$ cat src/rtl/prq_pkg.sv
`default_nettype none
// -----------------------------------------------------------------------------
// prq_pkg
// Types and codes shared by the run queue top level and its storage cells.
// -----------------------------------------------------------------------------
package prq_pkg;

   localparam logic [1:0] CMD_ENQUEUE = 2'd0;
   localparam logic [1:0] CMD_DEQUEUE = 2'd1;
   localparam logic [1:0] CMD_REMOVE  = 2'd2;

   localparam logic [1:0] ST_OK        = 2'd0;
   localparam logic [1:0] ST_EMPTY     = 2'd1;
   localparam logic [1:0] ST_FULL      = 2'd2;
   localparam logic [1:0] ST_NOT_FOUND = 2'd3;

   typedef struct packed {
      logic [1:0]  cmd;
      logic [7:0]  task_id;
      logic [15:0] priority_req;
   } req_type;

   typedef struct packed {
      logic [7:0]  out_task_id;
      logic [15:0] out_priority;
      logic [1:0]  status;
      logic        preempt;
   } rsp_type;

   // One stored slot as seen by its neighbors.
   typedef struct packed {
      logic        valid;
      logic [7:0]  task_id;
      logic [15:0] prio;
   } entry_type;

   // Command broadcast to every cell.
   typedef struct packed {
      logic        fire;
      logic [1:0]  cmd;
      logic [7:0]  task_id;
      logic [15:0] prio;
      logic        full;
   } bcast_type;

endpackage
`default_nettype wire

$ cat src/rtl/priority_run_queue.sv
`default_nettype none
// -----------------------------------------------------------------------------
// priority_run_queue
// Bounded run queue of task identifiers sorted by priority, lower first.
// -----------------------------------------------------------------------------
// The queue is a row of CAPACITY cells, one per slot, kept in service order;
// every command updates all cells in parallel, so the block accepts one item per
// cycle while its output is free and returns its result in the next cycle from an
// output register. A new item is taken in the same cycle as the waiting result
// is taken; a result held by the receiver stalls the input until it leaves. The
// longest path is the remove search, a first-match chain through all cells.
// Enqueue is stable (behind equal priorities) and raises preempt when accepted;
// dequeue on an empty queue, enqueue on a full one and remove of an absent
// task are reported in the status field. No clearing pass after reset.
module priority_run_queue #(
   parameter int CAPACITY = 16
) (
   input  wire               clock,
   input  wire               reset,
   input  wire               req_valid,
   output logic              req_ready,
   input  prq_pkg::req_type  req_payload,
   output logic              rsp_valid,
   input  wire               rsp_ready,
   output prq_pkg::rsp_type  rsp_payload
);
   import prq_pkg::*;

   entry_type             cell_entry [CAPACITY];
   logic [CAPACITY-1:0]   cell_shift;
   logic [CAPACITY:0]     hit_chain;
   bcast_type             bcast;
   logic                  req_fire;
   logic                  is_empty;
   logic                  is_full;
   logic                  found;
   rsp_type               rsp_in;
   rsp_type               rsp_payload_ff;
   logic                  rsp_valid_ff, rsp_valid_in;

   assign req_ready = !rsp_valid_ff || rsp_ready;
   assign req_fire  = req_valid && req_ready;
   assign is_empty  = !cell_entry[0].valid;
   assign is_full   = cell_entry[CAPACITY-1].valid;
   assign found     = hit_chain[CAPACITY];
   assign hit_chain[0] = 1'b0;

   assign bcast.fire    = req_fire;
   assign bcast.cmd     = req_payload.cmd;
   assign bcast.task_id = req_payload.task_id;
   assign bcast.prio    = req_payload.priority_req;
   assign bcast.full    = is_full;

   for (genvar i = 0; i < CAPACITY; i++) begin : g_cell
      entry_type left_entry;
      entry_type right_entry;
      logic      left_shift;

      if (i == 0) begin : g_head
         assign left_entry = '{valid: 1'b1, task_id: 8'd0, prio: 16'd0};
         assign left_shift = 1'b0;
      end else begin : g_body
         assign left_entry = cell_entry[i-1];
         assign left_shift = cell_shift[i-1];
      end

      if (i == CAPACITY - 1) begin : g_tail
         assign right_entry = '{valid: 1'b0, task_id: 8'd0, prio: 16'd0};
      end else begin : g_inner
         assign right_entry = cell_entry[i+1];
      end

      prq_cell u_cell (
         .clock       (clock),
         .reset       (reset),
         .bcast       (bcast),
         .left_entry  (left_entry),
         .left_shift  (left_shift),
         .right_entry (right_entry),
         .hit_in      (hit_chain[i]),
         .entry       (cell_entry[i]),
         .shift_out   (cell_shift[i]),
         .hit_out     (hit_chain[i+1])
      );
   end

   always_comb begin
      rsp_in.out_task_id  = req_payload.task_id;
      rsp_in.out_priority = 16'd0;
      rsp_in.status       = ST_OK;
      rsp_in.preempt      = 1'b0;
      unique case (req_payload.cmd)
         CMD_ENQUEUE: begin
            if (is_full) begin
               rsp_in.status = ST_FULL;
            end else begin
               rsp_in.preempt = 1'b1;
            end
         end
         CMD_DEQUEUE: begin
            if (is_empty) begin
               rsp_in.out_task_id = 8'd0;
               rsp_in.status      = ST_EMPTY;
            end else begin
               rsp_in.out_task_id  = cell_entry[0].task_id;
               rsp_in.out_priority = cell_entry[0].prio;
            end
         end
         CMD_REMOVE: begin
            if (!found) begin
               rsp_in.status = ST_NOT_FOUND;
            end
         end
         default: begin
         end
      endcase
   end

   always_comb begin
      rsp_valid_in = rsp_valid_ff;
      if (req_fire) begin
         rsp_valid_in = 1'b1;
      end else if (rsp_ready) begin
         rsp_valid_in = 1'b0;
      end
   end

   always_ff @(posedge clock) begin
      if (reset) begin
         rsp_valid_ff <= 1'b0;
      end else begin
         rsp_valid_ff <= rsp_valid_in;
      end
   end

   always_ff @(posedge clock) begin
      if (req_fire) begin
         rsp_payload_ff <= rsp_in;
      end
   end

   assign rsp_valid   = rsp_valid_ff;
   assign rsp_payload = rsp_payload_ff;

   // Occupied slots always form a run starting at the head.
   a_contiguous: assert property (@(posedge clock) disable iff (reset)
      cell_entry[CAPACITY-1].valid |-> cell_entry[0].valid)
      else $error("tail slot valid while head slot empty");

   a_preempt_ok: assert property (@(posedge clock) disable iff (reset)
      (rsp_valid && rsp_payload.preempt) |-> (rsp_payload.status == ST_OK))
      else $error("preempt raised on a refused item");

   a_enqueue_fills: assert property (@(posedge clock) disable iff (reset)
      (req_fire && req_payload.cmd == CMD_ENQUEUE && !is_full) |=> cell_entry[0].valid)
      else $error("queue empty after an accepted enqueue");

   a_empty_stays: assert property (@(posedge clock) disable iff (reset)
      (req_fire && req_payload.cmd != CMD_ENQUEUE && is_empty) |=> !cell_entry[0].valid)
      else $error("empty queue gained an entry without enqueue");

endmodule
`default_nettype wire

$ cat src/rtl/prq_cell.sv
`default_nettype none
// -----------------------------------------------------------------------------
// prq_cell
// One slot of the sorted queue: holds an entry and moves it to or from its
// neighbors on enqueue, dequeue and remove.
// -----------------------------------------------------------------------------
module prq_cell (
   input  wire                  clock,
   input  wire                  reset,
   input  prq_pkg::bcast_type   bcast,
   input  prq_pkg::entry_type   left_entry,
   input  wire                  left_shift,
   input  prq_pkg::entry_type   right_entry,
   input  wire                  hit_in,
   output prq_pkg::entry_type   entry,
   output logic                 shift_out,
   output logic                 hit_out
);
   import prq_pkg::*;

   logic        valid_ff, valid_in;
   logic [7:0]  id_ff, id_in;
   logic [15:0] prio_ff, prio_in;
   logic        match;
   logic        insert_here;

   // Entries with a worse priority move one slot toward the tail on enqueue.
   assign shift_out = valid_ff && (prio_ff > bcast.prio);
   assign match     = valid_ff && (id_ff == bcast.task_id);
   // First matching slot and everything behind it close the gap on remove.
   assign hit_out   = hit_in | match;
   assign insert_here = !left_shift && (shift_out || (!valid_ff && left_entry.valid));

   always_comb begin
      valid_in = valid_ff;
      id_in    = id_ff;
      prio_in  = prio_ff;
      if (bcast.fire) begin
         case (bcast.cmd)
            CMD_ENQUEUE: begin
               if (!bcast.full) begin
                  if (left_shift) begin
                     valid_in = left_entry.valid;
                     id_in    = left_entry.task_id;
                     prio_in  = left_entry.prio;
                  end else if (insert_here) begin
                     valid_in = 1'b1;
                     id_in    = bcast.task_id;
                     prio_in  = bcast.prio;
                  end
               end
            end
            CMD_DEQUEUE: begin
               valid_in = right_entry.valid;
               id_in    = right_entry.task_id;
               prio_in  = right_entry.prio;
            end
            CMD_REMOVE: begin
               if (hit_out) begin
                  valid_in = right_entry.valid;
                  id_in    = right_entry.task_id;
                  prio_in  = right_entry.prio;
               end
            end
            default: begin
            end
         endcase
      end
   end

   always_ff @(posedge clock) begin
      if (reset) begin
         valid_ff <= 1'b0;
      end else begin
         valid_ff <= valid_in;
      end
   end

   always_ff @(posedge clock) begin
      id_ff   <= id_in;
      prio_ff <= prio_in;
   end

   assign entry.valid   = valid_ff;
   assign entry.task_id = id_ff;
   assign entry.prio    = prio_ff;

endmodule
`default_nettype wire

$ cat config.mk
export PLATFORM = sky130hd
export DESIGN_NAME = priority_run_queue
export DESIGN_NICKNAME = d
export VERILOG_FILES = /design/src/rtl/prq_pkg.sv /design/src/rtl/priority_run_queue.sv /design/src/rtl/prq_cell.sv
export SDC_FILE = /design/constraint.sdc
export NUM_CORES = 1
export LEC_CHECK = 0
export ABC_AREA = 1
export BUFFER_PORTS_ARGS = -buffer_cell sky130_fd_sc_hd__buf_2
export CORE_UTILIZATION = 64
export CTS_CLUSTER_DIAMETER = 50
export CTS_CLUSTER_SIZE = 8
export DETAILED_ROUTE_END_ITERATION = 10
export PLACE_DENSITY_LB_ADDON = 0.25
export SLEW_MARGIN = 10
export SYNTH_ARGS = -nofsm -noshare
export SYNTH_HDL_FRONTEND = slang
export SYNTH_SLANG_ARGS = --single-unit
$ cat constraint.sdc
create_clock -name clock -period 5.2 [get_ports clock]
set_input_delay 1.3 -clock clock [delete_from_list [all_inputs] [get_ports clock]]
set_output_delay 1.3 -clock clock [all_outputs]
set_load 0.02 [all_outputs]
==> key figures <==
Route
  • Vias per inst: approximately 6.4
  • Via count: approximately 26,000
  • Final ANT Viol Nets: 0
  • Drt total wl: 84.1 mm
  • Detailed-route DRC error count: 0
  • First DRT Iteration DRCs: about 3,200
  • TritonRoute pass-1 iters: 8
  • Routed wire length per instance: between 20 and 25 microns

Timing
  • Final Max Slew Viols: 0
  • Fin Hold WS: about 0.52 ns
  • TNS Setup: 0 ns
  • Final hold vios: 0
  • Worst slew pin tran: 1.23 ns
  • RSZ-0062 raised after global routing: no
  • Max Freq: about 240 MHz
  • Worst Clk Skew: approximately 0.014 ns
  • Max transition margin: 0.176
  • Final setup fails: 0
  • Crit path time final: between 4 and 5 ns
  • Period Utilization, post-route: 0.809

Clock network
  • Buffer count from post-CTS setup fixing: 0
  • Clk Latency, worst-skew pair: 0.62 ns
  • Clock Sink Count: 428
  • Reg clk slew, reported paths: roughly 0.05 ns
  • # H-tree levels: 2
  • Num CTS Buffers: 60
  • CTS tree: built
  • Clock root buffer master: clkbuf_16
  • Post-CTS sizing: 0
  • Clk buf depth: 3
  • Post-CTS Hold Fix Bufs: 0

Critical path
  • CP Data Required Time: around 5.4 ns
  • RR Startpoint: g_cell[14].u_cell.prio_ff[3]
  • Kind of critical path: in -> reg
  • CP Capture Type: flop
  • Startpoint Class: input port
  • Worst Path Max Fanout: 26
  • Launch point of the critical path: req_payload[2]
  • Crit path DAT: approximately 4.4 ns

Final layout
  • Most frequent cells in the layout: nand2_1, o21ai_0, edfxtp_1, ha_1, a21oi_1
  • Fill count: 3,369
  • Commonest non-fill, non-tap cell in the layout: nand2_1
  • Share of layout cells above drive strength 1: 0.0672
  • Cell area after layout: approximately 0.031 sq mm
  • Antenna cells: 0
  • Nets: roughly 3,700
  • Layout Cells excl Fill: just over 4,000
  • Area grow syn2layout: 9.23%

Min path
  • Min-delay src: g_cell[13].u_cell.valid_ff
  • Min-delay worst type: reg -> reg

Global routing
  • Total grt overflow: 0
  • First-pass GRT wire length: about 130 mm
  • Met2 usage: 0.618
  • Vias in the first global route: 25,052
  • GR peak layer: met2
  • Met1 track demand over resource: 0.459
  • Gr usage total: 0.373
  • Largest net degree at the start of global routing: about 310
  • Initial antenna violation count: 0
  • Met3 usage: 0.0563

Synth
  • Cell count after synthesis: 3,435
  • Post-synthesis sequential area ratio: 0.446
  • Warnings from Yosys: 0
  • Syn Std Cell Area: 0.0285 sq mm
  • Syn nets: around 3,700
  • Synth Register Bits: approximately 430
  • Top cells by area, synth: edfxtp_1, o21ai_0, nand2_1, ha_1, a21oi_1
  • Post-synth top area share: 0.434
  • Cell taking the most area after synthesis: edfxtp_1
  • Synth Flop Type: edfxtp_1
  • Avg Cell Area, Syn: approximately 8.3 sq um
  • Unique masters post-synth: 50
  • Post-synth EDFFs: 411
  • Async set-reset flop share out of synthesis: 0

Floorplanning
  • Die H: 213 microns
  • Ports: 59
  • DIE AREA: 0.0453 sq mm
  • Die width: roughly 210 microns
  • Site Rows: 76
  • Starting density of the core: 0.655
  • Area of the core: around 0.043 sq mm

Outcome
  • Outcome: finished clean

Placement
  • RePlAce Congestion: 0.945
  • Cell Area, Placed: 0.0294 sq mm
  • Post-DP HPWL: about 59 mm
  • PortBufs: 58
  • Placed insts: 3,936

Power and ir drop
  • Power per cell area: 320 mW/mm^2
  • Peak supply drop: 0.308 mV
  • Leakage power: 0.0131 uW

Run
  • Max_cap viols: 0
-- report_power, final --
group	internal (uW)	switching, uW
clock network	2160	1510
logic	613	1250
registers	4170	242
total	6950	3010
-- per-stage QoR --
stage,setup slack [ns],power (uW),util
after floorplan,0.323,5660,-
after global placement,0.612,6170,0.676
after detailed placement,0.425,6280,0.676
after CTS,1.09,9910,0.715
after global routing,0.831,10300,0.715
final,0.992,9960,0.715
-- metal layers --
| metal | wire, microns | vias up |
|---|---|---|
| li1 | - | 11998 |
| met1 | 31000 | 12069 |
| met2 | 39900 | 1596 |
| met3 | 7940 | 378 |
| met4 | 5280 | 0 |
| met5 | 0 | - |
-- area by class of cell --
type	instances	area, sq um	area share
multi-input cells	2573	14100	0.453
repair buffers	131	1080	0.0346
well taps	585	732	0.0235
flip-flops and latches	428	12700	0.408
inverters	219	822	0.0264
clock buffers	99	1680	0.0540
clock inverters	4	27.5	0.000885
-- cell usage after synthesis (18+ instances only) --
cell type    n
nor3_1      19
nand3_1     51
a21oi_1    252
o21ai_0    782
o22ai_1     26
nand4_1     31
inv_1      195
edfxtp_1   411
clkbuf_1   164
ha_1       260
buf_2       18
nor2_1     149
nand2_1    875
xor2_1      22
-- kinds of logic (layout without fill, tap and decap cells) --
logic type	count (synthesis)	count (layout)	share of synthesized area
buffers and inverters	434	453	0.0613
and+or+nand+nor	1156	1156	0.164
adders and majority gates	260	260	0.114
xor gates and xnor gates	32	32	0.00985
DFF	428	428	0.446
AOI/OAI and AO/OA	1125	1125	0.205
-- registers in the layout, indices dropped and copies added (netlist names) --
register,count
g_cell.u_cell.prio_ff,256
rsp_valid,1
g_cell.u_cell.id_ff,128
rsp_payload,27
g_cell.u_cell.valid_ff,16
-- critical path, cell delays in order --
cell and delay, ns:
buf_2 0.08, clkinv_1 0.04, buf_4 0.25, ha_1 0.38
nand3_1 0.12, o21ai_0 0.21, a31oi_1 0.06, o21ai_0 0.38
nand3_1 0.12, nand2_1 0.08, nand2_1 0.08, nand2_1 0.10
nor2_1 0.06, nor2_1 0.15, nand2_1 0.08, inv_1 0.90
-- worst paths after layout --
kind	endpoint	slack, ns	depth (start not counted)
worst min register to register	g_cell[13].u_cell.valid_ff	0.52	2
worst max-delay path	g_cell[14].u_cell.id_ff[7]	0.99	16
worst min-delay path	g_cell[13].u_cell.valid_ff	0.52	2
worst max register to register	g_cell[14].u_cell.id_ff[7]	1.64	13
No activity file was read; power rests on OpenSTA's default activity.
